==> config.mk <==
export PLATFORM = sky130hd
export DESIGN_NAME = safety_gain_ramp_sequencer
export DESIGN_NICKNAME = d
export VERILOG_FILES = /design/src/rtl/core/sgrs_pkg.sv /design/src/rtl/core/sgrs_serial_scaler.sv /design/src/rtl/core/sgrs_fault_window.sv /design/src/rtl/core/safety_gain_ramp_sequencer.sv
export SDC_FILE = /design/constraint.sdc
export NUM_CORES = 2
export LEC_CHECK = 0
export ABC_AREA = 1
export ABC_CLOCK_PERIOD_IN_PS = 10740
export BUFFER_PORTS_ARGS = -buffer_cell sky130_fd_sc_hd__clkbuf_2
export CAP_MARGIN = 10
export CORE_ASPECT_RATIO = 1.2
export CORE_MARGIN = 1
export CORE_UTILIZATION = 55
export CTS_BUF_LIST = sky130_fd_sc_hd__clkbuf_2
export DETAILED_ROUTE_END_ITERATION = 10
export HOLD_SLACK_MARGIN = 0.08
export PLACE_DENSITY = 0.72
export SETUP_SLACK_MARGIN = 0.02
export SYNTH_ARGS = -nofsm -noshare
export SYNTH_HDL_FRONTEND = slang
export SYNTH_HIERARCHICAL = 1
export SYNTH_SLANG_ARGS = --single-unit
==> constraint.sdc <==
create_clock -name clock -period 10.74 [get_ports clock]
set_clock_uncertainty 0.15 [all_clocks]
set_input_delay 0.537 -clock clock [delete_from_list [all_inputs] [get_ports clock]]
set_output_delay 0.537 -clock clock [all_outputs]
set_load 0.01 [all_outputs]
==> src/rtl/core/sgrs_pkg.sv <==
// Shared types and constants of the safety gain ramp sequencer.
`timescale 1ns / 1ps

package sgrs_pkg;

   // Ramp phase as reported on the result channel
   typedef enum logic [2:0] {
      PH_RUNNING       = 3'd0,
      PH_PANIC_DOWN    = 3'd1,
      PH_PANIC_LATCHED = 3'd2,
      PH_PANIC_UP      = 3'd3,
      PH_RESET_DOWN    = 3'd4,
      PH_RESET_UP      = 3'd5
   } phase_type;

   // Per-frame action codes
   typedef enum logic [1:0] {
      MODE_NONE          = 2'd0,
      MODE_PANIC_PRESS   = 2'd1,
      MODE_PANIC_RELEASE = 2'd2,
      MODE_RESET         = 2'd3
   } mode_type;

   // Frame sequencer states
   typedef enum logic [2:0] {
      SQ_IDLE,
      SQ_ACTION,
      SQ_STEP,
      SQ_SCALE,
      SQ_WRAP,
      SQ_CHECK,
      SQ_EMIT
   } seq_state_type;

   // Serial scaler states
   typedef enum logic [1:0] {
      SC_IDLE,
      SC_MUL,
      SC_ROUND,
      SC_DIV
   } scale_state_type;

   // Commands to the fault window tracker
   typedef struct packed {
      logic clear;    // drop the bad-frame history
      logic advance;  // close the frame, count it
      logic bad;      // the closing frame was bad
   } fault_ctl_type;

   // Register indexes on the CSR port
   localparam logic [1:0] CSR_FALL_FRAMES   = 2'd0;
   localparam logic [1:0] CSR_RISE_FRAMES   = 2'd1;
   localparam logic [1:0] CSR_WINDOW_FRAMES = 2'd2;

   // Register reset values
   localparam logic [15:0] FALL_FRAMES_RESET   = 16'd480;
   localparam logic [15:0] RISE_FRAMES_RESET   = 16'd240;
   localparam logic [19:0] WINDOW_FRAMES_RESET = 20'd48000;

endpackage

==> src/rtl/core/sgrs_serial_scaler.sv <==
// Bit-serial scaler: q = (span * elapsed + length / 2) / length.
`timescale 1ns / 1ps

module sgrs_serial_scaler
   import sgrs_pkg::*;
#(
   parameter int SPAN_WIDTH = 16
) (
   input  logic                     clock,
   input  logic                     reset,
   input  logic                     start,
   input  logic [SPAN_WIDTH-1:0]    span,
   input  logic [15:0]              elapsed,
   input  logic [15:0]              length,
   output logic                     done,
   output logic [SPAN_WIDTH+15:0]   quotient
);

   localparam int PW = SPAN_WIDTH + 16;
   localparam int CW = $clog2(PW);

   scale_state_type state_ff, state_in;
   logic [PW-1:0]         acc_ff, acc_in;
   logic [15:0]           mul_ff, mul_in;
   logic [SPAN_WIDTH-1:0] span_ff, span_in;
   logic [15:0]           len_ff, len_in;
   logic [15:0]           rem_ff, rem_in;
   logic [CW-1:0]         cnt_ff, cnt_in;
   logic                  done_ff, done_in;
   logic [16:0]           trial;
   logic                  qbit;

   // Control registers
   always_ff @(posedge clock) begin
      if (reset) begin
         state_ff <= SC_IDLE;
         done_ff  <= 1'b0;
         cnt_ff   <= '0;
      end else begin
         state_ff <= state_in;
         done_ff  <= done_in;
         cnt_ff   <= cnt_in;
      end
   end

   // Datapath registers
   always_ff @(posedge clock) begin
      acc_ff  <= acc_in;
      mul_ff  <= mul_in;
      span_ff <= span_in;
      len_ff  <= len_in;
      rem_ff  <= rem_in;
   end

   // One multiplier bit, then one quotient bit, per cycle
   always_comb begin
      state_in = state_ff;
      acc_in   = acc_ff;
      mul_in   = mul_ff;
      span_in  = span_ff;
      len_in   = len_ff;
      rem_in   = rem_ff;
      cnt_in   = cnt_ff;
      done_in  = 1'b0;
      trial    = {rem_ff, acc_ff[PW-1]};
      qbit     = (trial >= {1'b0, len_ff});
      case (state_ff)
         SC_IDLE: begin
            if (start) begin
               span_in  = span;
               mul_in   = elapsed;
               len_in   = length;
               acc_in   = '0;
               cnt_in   = CW'(15);
               state_in = SC_MUL;
            end
         end
         SC_MUL: begin
            // shift-add, multiplier MSB first
            acc_in = {acc_ff[PW-2:0], 1'b0} + (mul_ff[15] ? PW'(span_ff) : '0);
            mul_in = {mul_ff[14:0], 1'b0};
            if (cnt_ff == '0) begin
               state_in = SC_ROUND;
            end else begin
               cnt_in = cnt_ff - CW'(1);
            end
         end
         SC_ROUND: begin
            // bias by half the divisor for round half up
            acc_in   = acc_ff + PW'(len_ff >> 1);
            rem_in   = '0;
            cnt_in   = CW'(PW - 1);
            state_in = SC_DIV;
         end
         SC_DIV: begin
            // restoring divide, quotient bits shift in behind the dividend
            if (qbit) begin
               rem_in = 16'(trial - {1'b0, len_ff});
            end else begin
               rem_in = trial[15:0];
            end
            acc_in = {acc_ff[PW-2:0], qbit};
            if (cnt_ff == '0) begin
               done_in  = 1'b1;
               state_in = SC_IDLE;
            end else begin
               cnt_in = cnt_ff - CW'(1);
            end
         end
         default: begin
            state_in = SC_IDLE;
         end
      endcase
   end

   assign done     = done_ff;
   assign quotient = acc_ff;

endmodule

==> src/rtl/core/sgrs_fault_window.sv <==
// Frame counter and bad-frame history with the three-in-a-window check.
`timescale 1ns / 1ps

module sgrs_fault_window
   import sgrs_pkg::*;
(
   input  logic          clock,
   input  logic          reset,
   input  logic [19:0]   window,
   input  fault_ctl_type ctl,
   output logic          trigger
);

   logic [63:0] frame_ff, frame_in;
   logic [63:0] hist_ff [3];
   logic [63:0] hist_in [3];
   logic [1:0]  count_ff, count_in;
   logic [63:0] diff;

   always_ff @(posedge clock) begin
      if (reset) begin
         frame_ff   <= '0;
         hist_ff[0] <= '0;
         hist_ff[1] <= '0;
         hist_ff[2] <= '0;
         count_ff   <= '0;
      end else begin
         frame_ff   <= frame_in;
         hist_ff[0] <= hist_in[0];
         hist_ff[1] <= hist_in[1];
         hist_ff[2] <= hist_in[2];
         count_ff   <= count_in;
      end
   end

   // Span of the triple that this bad frame would close
   assign diff    = frame_ff - ((count_ff == 2'd3) ? hist_ff[1] : hist_ff[0]);
   assign trigger = ctl.advance && ctl.bad && (count_ff >= 2'd2) && (diff < {44'd0, window});

   // Update history
   always_comb begin
      frame_in   = frame_ff;
      hist_in[0] = hist_ff[0];
      hist_in[1] = hist_ff[1];
      hist_in[2] = hist_ff[2];
      count_in   = count_ff;
      if (ctl.clear) begin
         hist_in[0] = '0;
         hist_in[1] = '0;
         hist_in[2] = '0;
         count_in   = '0;
      end else if (ctl.advance) begin
         frame_in = frame_ff + 64'd1;
         if (ctl.bad) begin
            case (count_ff)
               2'd0: begin
                  hist_in[0] = frame_ff;
                  count_in   = 2'd1;
               end
               2'd1: begin
                  hist_in[1] = frame_ff;
                  count_in   = 2'd2;
               end
               2'd2: begin
                  hist_in[2] = frame_ff;
                  count_in   = 2'd3;
               end
               default: begin
                  // full: drop the oldest
                  hist_in[0] = hist_ff[1];
                  hist_in[1] = hist_ff[2];
                  hist_in[2] = frame_ff;
               end
            endcase
         end
      end
   end

endmodule

==> src/rtl/core/safety_gain_ramp_sequencer.sv <==
// Top level of the safety gain ramp sequencer: frame sequencer, CSRs and result register.
`timescale 1ns / 1ps

// Usage
//   One request word per audio frame on req_: the frame's action (none, panic
//   press, panic release, reset request) in tdata and the bad-sample flag in
//   tuser. One response word per request on rsp_: the frame's safety gain
//   (Q1.15, 32768 is unity) and ramp phase in tdata, the reset and panic
//   boundary flags in tuser.
//   Fade lengths and the panic window are to be set over the APB CSR port
//   only while the block is idle; the block itself does not enforce this.
//   Flow: one frame at a time; the next word is accepted once a response
//   is loaded. A frame while running or latched passes the action, step,
//   check and emit states; a zero-length ramp step adds the wrap state,
//   and a frame on a ramp adds the scale and wrap states, where the
//   bit-serial scaler takes 16 multiply steps, one rounding step and one
//   divide step per product bit.
//   The result sits in an output register, so the next frame is accepted
//   and worked while a stalled response waits; that frame then holds in its
//   last step until the output register frees.
//   Reset: synchronous, active high. Gain returns to unity, phase to
//   running, the frame counter and bad-frame history clear, and the CSRs
//   take their reset values.
module safety_gain_ramp_sequencer
   import sgrs_pkg::*;
#(
   parameter int GAIN_FRACTION_BITS = 15
) (
   input  logic        clock,
   input  logic        reset,
   // req_tdata: [1:0] mode, rest zero
   input  logic        req_tvalid,
   output logic        req_tready,
   input  logic [7:0]  req_tdata,
   // req_tuser: [0] bad_sample
   input  logic [0:0]  req_tuser,
   // rsp_tdata: [15:0] gain, [18:16] phase, rest zero
   output logic        rsp_tvalid,
   input  logic        rsp_tready,
   output logic [23:0] rsp_tdata,
   // rsp_tuser: [0] reset_done, [1] panic_done
   output logic [1:0]  rsp_tuser,
   input  logic        csr_psel,
   input  logic        csr_penable,
   input  logic        csr_pwrite,
   input  logic [3:0]  csr_paddr,
   input  logic [31:0] csr_pwdata,
   output logic [31:0] csr_prdata,
   output logic        csr_pready
);

   localparam int GW   = GAIN_FRACTION_BITS + 1;
   localparam int SH_R = (GAIN_FRACTION_BITS >= 15) ? GAIN_FRACTION_BITS - 15 : 0;
   localparam int SH_L = (GAIN_FRACTION_BITS >= 15) ? 0 : 15 - GAIN_FRACTION_BITS;
   localparam logic [GW-1:0] UNITY = {1'b1, {GAIN_FRACTION_BITS{1'b0}}};

   seq_state_type state_ff, state_in;
   phase_type     phase_ff, phase_in;
   mode_type      mode_ff, mode_in;
   logic          bad_ff, bad_in;
   logic [15:0]   elapsed_ff, elapsed_in;
   logic [15:0]   length_ff, length_in;
   logic [GW-1:0] start_ff, start_in;
   logic          goal_ff, goal_in;
   logic [GW-1:0] gain_ff, gain_in;
   logic [GW-1:0] out_gain_ff, out_gain_in;
   logic          rb_ff, rb_in;
   logic          pb_ff, pb_in;
   logic          rsp_valid_ff, rsp_valid_in;
   logic [15:0]   rsp_gain_ff, rsp_gain_in;
   phase_type     rsp_phase_ff, rsp_phase_in;
   logic          rsp_rb_ff, rsp_rb_in;
   logic          rsp_pb_ff, rsp_pb_in;
   logic [15:0]   fall_ff, fall_in;
   logic [15:0]   rise_ff, rise_in;
   logic [19:0]   window_ff, window_in;

   logic             csr_write;
   logic             sr_go;
   phase_type        sr_phase;
   logic             sr_goal;
   logic [15:0]      sr_len;
   logic             capture;
   logic [GW-1:0]    goal_gain;
   logic [GW-1:0]    span;
   logic [GW-1:0]    q_clamped;
   logic [15:0]      step_elapsed;
   logic             sc_start;
   logic             sc_done;
   logic [GW+15:0]   sc_quotient;
   fault_ctl_type    fctl;
   logic             trigger;
   logic [GW+15:0]   gain_wide;
   logic [GW+15:0]   gain_shifted;

   // Serial scaler for the ramp interpolation
   sgrs_serial_scaler #(
      .SPAN_WIDTH (GW)
   ) u_scaler (
      .clock    (clock),
      .reset    (reset),
      .start    (sc_start),
      .span     (span),
      .elapsed  (step_elapsed),
      .length   (length_ff),
      .done     (sc_done),
      .quotient (sc_quotient)
   );

   // Bad-frame window tracker
   sgrs_fault_window u_fault (
      .clock   (clock),
      .reset   (reset),
      .window  (window_ff),
      .ctl     (fctl),
      .trigger (trigger)
   );

   // Control and state registers
   always_ff @(posedge clock) begin
      if (reset) begin
         state_ff     <= SQ_IDLE;
         phase_ff     <= PH_RUNNING;
         elapsed_ff   <= '0;
         length_ff    <= '0;
         start_ff     <= UNITY;
         goal_ff      <= 1'b1;
         gain_ff      <= UNITY;
         rsp_valid_ff <= 1'b0;
         fall_ff      <= FALL_FRAMES_RESET;
         rise_ff      <= RISE_FRAMES_RESET;
         window_ff    <= WINDOW_FRAMES_RESET;
      end else begin
         state_ff     <= state_in;
         phase_ff     <= phase_in;
         elapsed_ff   <= elapsed_in;
         length_ff    <= length_in;
         start_ff     <= start_in;
         goal_ff      <= goal_in;
         gain_ff      <= gain_in;
         rsp_valid_ff <= rsp_valid_in;
         fall_ff      <= fall_in;
         rise_ff      <= rise_in;
         window_ff    <= window_in;
      end
   end

   // Payload registers
   always_ff @(posedge clock) begin
      mode_ff      <= mode_in;
      bad_ff       <= bad_in;
      out_gain_ff  <= out_gain_in;
      rb_ff        <= rb_in;
      pb_ff        <= pb_in;
      rsp_gain_ff  <= rsp_gain_in;
      rsp_phase_ff <= rsp_phase_in;
      rsp_rb_ff    <= rsp_rb_in;
      rsp_pb_ff    <= rsp_pb_in;
   end

   // CSR writes and reads
   assign csr_write  = csr_psel && csr_penable && csr_pwrite && csr_pready;
   assign csr_pready = 1'b1;

   always_comb begin
      fall_in   = fall_ff;
      rise_in   = rise_ff;
      window_in = window_ff;
      if (csr_write) begin
         case (csr_paddr[3:2])
            CSR_FALL_FRAMES:   fall_in   = csr_pwdata[15:0];
            CSR_RISE_FRAMES:   rise_in   = csr_pwdata[15:0];
            CSR_WINDOW_FRAMES: window_in = csr_pwdata[19:0];
            default: begin
            end
         endcase
      end
   end

   always_comb begin
      case (csr_paddr[3:2])
         CSR_FALL_FRAMES:   csr_prdata = {16'd0, fall_ff};
         CSR_RISE_FRAMES:   csr_prdata = {16'd0, rise_ff};
         CSR_WINDOW_FRAMES: csr_prdata = {12'd0, window_ff};
         default:           csr_prdata = '0;
      endcase
   end

   // Ramp arithmetic shared by the sequencer
   assign goal_gain    = goal_ff ? UNITY : '0;
   assign span         = goal_ff ? UNITY - start_ff : start_ff;
   assign step_elapsed = (elapsed_ff < length_ff) ? elapsed_ff + 16'd1 : elapsed_ff;
   assign q_clamped    = (sc_quotient > (GW+16)'(span)) ? span : sc_quotient[GW-1:0];

   // Bring the held gain to 15 fraction bits
   always_comb begin
      gain_wide = (GW+16)'(out_gain_ff);
      if (GAIN_FRACTION_BITS >= 15) begin
         gain_shifted = gain_wide >> SH_R;
      end else begin
         gain_shifted = gain_wide << SH_L;
      end
   end

   // Frame sequencer: action, ramp step, bad-sample check, emit
   always_comb begin
      state_in     = state_ff;
      phase_in     = phase_ff;
      mode_in      = mode_ff;
      bad_in       = bad_ff;
      elapsed_in   = elapsed_ff;
      length_in    = length_ff;
      start_in     = start_ff;
      goal_in      = goal_ff;
      gain_in      = gain_ff;
      out_gain_in  = out_gain_ff;
      rb_in        = rb_ff;
      pb_in        = pb_ff;
      rsp_valid_in = rsp_valid_ff && !rsp_tready;
      rsp_gain_in  = rsp_gain_ff;
      rsp_phase_in = rsp_phase_ff;
      rsp_rb_in    = rsp_rb_ff;
      rsp_pb_in    = rsp_pb_ff;
      sr_go        = 1'b0;
      sr_phase     = PH_RUNNING;
      sr_goal      = 1'b1;
      sr_len       = '0;
      capture      = 1'b0;
      sc_start     = 1'b0;
      fctl         = '0;
      case (state_ff)
         SQ_IDLE: begin
            if (req_tvalid) begin
               mode_in  = mode_type'(req_tdata[1:0]);
               bad_in   = req_tuser[0];
               state_in = SQ_ACTION;
            end
         end
         SQ_ACTION: begin
            rb_in = 1'b0;
            pb_in = 1'b0;
            case (mode_ff)
               MODE_PANIC_PRESS: begin
                  sr_go    = 1'b1;
                  sr_phase = PH_PANIC_DOWN;
                  sr_goal  = 1'b0;
                  sr_len   = fall_ff;
               end
               MODE_PANIC_RELEASE: begin
                  fctl.clear = 1'b1;
                  sr_go      = 1'b1;
                  sr_phase   = PH_PANIC_UP;
                  sr_goal    = 1'b1;
                  sr_len     = rise_ff;
               end
               MODE_RESET: begin
                  sr_go    = 1'b1;
                  sr_phase = PH_RESET_DOWN;
                  sr_goal  = 1'b0;
                  sr_len   = rise_ff;
               end
               default: begin
               end
            endcase
            state_in = SQ_STEP;
         end
         SQ_STEP: begin
            if (phase_ff == PH_RUNNING || phase_ff == PH_PANIC_LATCHED) begin
               capture  = 1'b1;
               state_in = SQ_CHECK;
            end else if (length_ff == '0) begin
               gain_in  = goal_gain;
               state_in = SQ_WRAP;
            end else begin
               elapsed_in = step_elapsed;
               sc_start   = 1'b1;
               state_in   = SQ_SCALE;
            end
         end
         SQ_SCALE: begin
            if (sc_done) begin
               gain_in  = goal_ff ? start_ff + q_clamped : start_ff - q_clamped;
               state_in = SQ_WRAP;
            end
         end
         SQ_WRAP: begin
            capture  = 1'b1;
            state_in = SQ_CHECK;
            if (!(elapsed_ff < length_ff)) begin
               // ramp done: move to the following phase
               case (phase_ff)
                  PH_RESET_DOWN: begin
                     rb_in    = 1'b1;
                     sr_go    = 1'b1;
                     sr_phase = PH_RESET_UP;
                     sr_goal  = 1'b1;
                     sr_len   = rise_ff;
                  end
                  PH_RESET_UP, PH_PANIC_UP: begin
                     phase_in = PH_RUNNING;
                     gain_in  = UNITY;
                  end
                  PH_PANIC_DOWN: begin
                     phase_in = PH_PANIC_LATCHED;
                     gain_in  = '0;
                     pb_in    = 1'b1;
                  end
                  default: begin
                     phase_in = PH_RUNNING;
                  end
               endcase
            end
         end
         SQ_CHECK: begin
            fctl.advance = 1'b1;
            fctl.bad     = bad_ff;
            if (trigger) begin
               sr_go    = 1'b1;
               sr_phase = PH_PANIC_DOWN;
               sr_goal  = 1'b0;
               sr_len   = fall_ff;
            end
            state_in = SQ_EMIT;
         end
         SQ_EMIT: begin
            // hold until the output register frees
            if (!rsp_valid_ff || rsp_tready) begin
               rsp_valid_in = 1'b1;
               rsp_gain_in  = gain_shifted[15:0];
               rsp_phase_in = phase_ff;
               rsp_rb_in    = rb_ff;
               rsp_pb_in    = pb_ff;
               state_in     = SQ_IDLE;
            end
         end
         default: begin
            state_in = SQ_IDLE;
         end
      endcase

      // Start a new ramp from the current gain
      if (sr_go) begin
         phase_in   = sr_phase;
         elapsed_in = '0;
         length_in  = sr_len;
         start_in   = gain_in;
         goal_in    = sr_goal;
         if (sr_len == '0) begin
            gain_in = sr_goal ? UNITY : '0;
         end
      end

      // Latch the frame's gain once the ramp step is through
      if (capture) begin
         out_gain_in = gain_in;
      end
   end

   assign req_tready = (state_ff == SQ_IDLE);
   assign rsp_tvalid = rsp_valid_ff;
   assign rsp_tdata  = {5'd0, rsp_phase_ff, rsp_gain_ff};
   assign rsp_tuser  = {rsp_pb_ff, rsp_rb_ff};

   // One frame in flight: no accept right after an accept
   assert property (@(posedge clock) disable iff (reset)
      (req_tvalid && req_tready) |=> !req_tready)
      else $error("request accepted while a frame is in work");

   // Held gain never exceeds unity
   assert property (@(posedge clock) disable iff (reset)
      gain_ff <= UNITY)
      else $error("held gain above unity");

   // Both boundaries cannot close in one frame
   assert property (@(posedge clock) disable iff (reset)
      rsp_tvalid |-> !(rsp_tuser[0] && rsp_tuser[1]))
      else $error("reset and panic boundary in one frame");

   // Panic boundary comes with a silent gain in a panic phase
   assert property (@(posedge clock) disable iff (reset)
      (rsp_tvalid && rsp_tuser[1]) |->
         (rsp_tdata[15:0] == 16'd0 &&
          (rsp_tdata[18:16] == PH_PANIC_LATCHED || rsp_tdata[18:16] == PH_PANIC_DOWN)))
      else $error("panic boundary without silent panic phase");

endmodule
==> out/qor.csv <==
stage,metric,value,unit
placed_design,hpwlAfterDp,82.4,mm
grt,track_usage,32.9,%
setup_path,worstPathRequired,11.57,ns
sta,drv_slew,0,
detailed_routing,dr.pass1.iters,6,
setup_path,worst_setup_path_start_kind,flop,
setup_path,cp_slowest_stage_delay,0.71,ns
power,combinationalPowerShare,26.2,%
clocking,cts_buffer_depth,3,
power,switching_share,38.4,%
clocking,clk_latency,1.34,ns
sta,slew_headroom,20.8,%
grt,grt_max_degree,94,
power,sequentialPowerShare,45.0,%
detailed_routing,wl_per_cell,16.6,um
power,p_clk_share,28.8,%
synth,ys.flop_type,dfxtp_1,
finish,area_growth,8.06,%
finish,design_area,39900,um2
synth,synth-compound-area-share,14.3,%
sta,fin_crit,6.60,ns
synth,synth_xor_area_share,2.44,%
run_status,status,completed,
placed_design,place_congestion,1.03,
floorplan,ios,113,
power,power_leakage,19.1,nW
sta,tightestPinTransition,1.19,ns
clocking,post_cts_buffers,0,
floorplan,initial_core_util,55.8,%
detailed_routing,drt_iter0_drc,2544,
synth,yosys.area_share.adder,6.91,%
finish,fin_nets,5987,
flow_run,max_cap_violations,0,
setup_path,critPathMostFrequentCell,nand2_1,
clocking,clkSinkCount,528,
clocking,htreeDepth,4,
placed_design,portBuffers,74,
setup_path,cp-end-kind,flop,
finish,layout-drive-gt1-share,8.16,%
synth,ys_seq_area_share,32.4,%
placed_design,placed_area,37800,um2
power,ir_drop,143,uV
hold_path,hp-class,reg2reg,
synth,syn-cell-area,36900,um2
finish,final_cell_mix,"nand2_1, inv_1, nor2_1",
floorplan,coreArea,66100,um2
setup_path,critPathMaxFanout,82,
setup_path,cp_slowest_cell,ha_4,
synth,synth_top_family_by_area,simple AND/OR/NAND/NOR gates,
setup_path,worstPathArrival,7.43,ns
sta,min_period_over_period,61.4,%
grt,grt_pass1_vias,35100,
detailed_routing,viasPerCell,5.43,
floorplan,die_area,68200,um2
detailed_routing,drtAntennaViolNets,0,
synth,async_flop_share,0,%
synth,ys_types,68,
sta,rsz0062_at_grt,false,
sta,hold_violations,0,
power,p_int,3.21,mW
floorplan,die_width,238,um
clocking,clk_pin_slew,0.12,ns
finish,layout_commonest_cell,nand2_1,
clocking,cts_buffers,140,
sta,fin_tns_setup,0,ns
setup_path,worstSetupPathType,reg2reg,
synth,synth_edf_count,138,
synth,synth.avg_cell_area,6.59,um2
grt,antenna_found_initial,2,
sta,setup_violations,0,
sta,clock.fmax,152,MHz
grt,overflow,0,
floorplan,die_h,286,um
grt,grt_pass1_wl,179,mm
synth,synth.largest_area_cell,dfxtp_1,
sta,fin_ws,4.14,ns
synth,ys_seq_elements,528,
detailed_routing,drc,0,
synth,muxShareOfSynthArea,0,%
synth,synth_warnings,6,
synth,synthSimpleGateAreaFrac,32.2,%
detailed_routing,routed_wl,112,mm
synth,syn_inst,5603,
detailed_routing,num_vias,36500,
synth,ys_top_cells_by_area,"dfxtp_1, nand2_1, edfxtp_1, inv_1, nor2_1",
clocking,clockRootBuffer,clkbuf_2,
finish,finalCoreUtilization,60.3,%
floorplan,rows,103,
power,switchingPower,2.00,mW
synth,synth_top_area_share,21.2,%
placed_design,pre_cts_ws,4.13,ns
clocking,tritoncts,built,
power,p_per_area,131,nW/um2
==> power groups by stage <==
stage / sequential (mW) / combinational (mW) / clock [mW]
2_1_floorplan: 2.32 / 0.988 / 0
3_3_place_gp: 2.38 / 1.29 / 0
3_5_place_dp: 2.39 / 1.31 / 0
4_1_cts: 2.34 / 1.34 / 1.54
5_1_grt: 2.36 / 1.52 / 1.64
6_report: 2.34 / 1.36 / 1.50
==> routing by layer <==
layer / up-vias / track usage, % / share of wire [%]
met5: - / 0 / 0
met4: 0 / 21.7 / 6.6
met3: 394 / 5.32 / 5.3
met2: 1150 / 57.4 / 48
met1: 16600 / 36.9 / 40
li1: 18400 / - / -
==> critical path: cells and delay by family (launching register included) <==
family	cells	cell delay [ns]
compound gates	4	0.87
xor+xnor	1	0.21
fa+ha+maj	3	1.27
buf+inv	4	0.74
flops	1	0.51
simple gates	23	2.52
==> state kept, by name, indices dropped and copies added, names as in the netlist, 20 cells and up <==
signal,flops
u_fault/frame_ff,64
u_fault/hist_ff,192
window_ff,20
u_scaler/quotient,32
==> Yosys cell counts, types with 6 or more instances <==
library cell     n
nand2_4          6
a311oi_1        63
edfxtp_1       138
a31oi_1         12
nor2_4          12
nand2_2         33
o21ai_1         17
nor2_2          19
ha_1           196
or2_2            9
o21a_1           7
o211ai_1        24
buf_2            9
nand4_1         50
a21o_1           8
buf_4           22
nand3_1        280
nor3_1          67
xnor2_1         16
o22ai_1          6
nor2_1         684
o21ai_0        235
nor4_1          23
o21bai_1         9
a21oi_1        213
dfxtp_1        390
nor3_2          12
buf_1           10
clkbuf_1       153
clkinv_1         7
xor2_1          87
nand2_1       1546
a211oi_1       213
a32oi_1          8
nand3_2         13
nand3b_1        19
inv_1          890
inv_2           23
==> area by class of cell <==
cell class | count | area [um2]
clock inverters | 43 | 319
multi-input cells | 3972 | 20700
well taps | 892 | 1120
inverters | 920 | 3450
fillers | 6526 | 26200
flip-flops and latches | 528 | 12000
diodes | 4 | 10.0
clock buffers | 200 | 1000
repair buffers | 172 | 1290
==> through the flow <==
step	cells	power, mW	hold slack, ns
2_1_floorplan	5619	3.31	0.250
5_1_grt	6731	5.52	0.261
4_1_cts	6727	5.22	0.129
3_3_place_gp	6412	3.68	0.254
3_5_place_dp	6412	3.70	0.255
6_report	6731	5.21	0.280
==> what timing repair did <==
action,in CTS,in global routing
hold buffers,72,0
resized for setup,0,0
hold endpoints to repair,213,0
setup endpoints to repair,0,0
==> path summary, 6_finish.rpt <==
kind / startpoint / endpoint / slack [ns] / cells after the start
max reg2reg: u_fault/count_ff[0] / out_gain_ff[5] / 4.14 / 35
min: u_fault/hist_ff[0][122] / u_fault/hist_ff[0][58] / 0.28 / 2
max: u_fault/count_ff[0] / out_gain_ff[5] / 4.14 / 35
min reg2reg: u_fault/hist_ff[0][122] / u_fault/hist_ff[0][58] / 0.28 / 2
==> logic make-up (layout without fill, tap and decap cells) <==
group                    after synthesis  count (layout)
AO/OA/AOI/OAI                        846             846
XOR/XNOR                             103             103
adder cells (fa/ha/maj)              201             201
buffers and inverters               1119            1335
flip-flops                           528             528
other                                  2              22
AND/OR/NAND/NOR                     2804            2804
No activity file was read; power rests on OpenSTA's default activity.
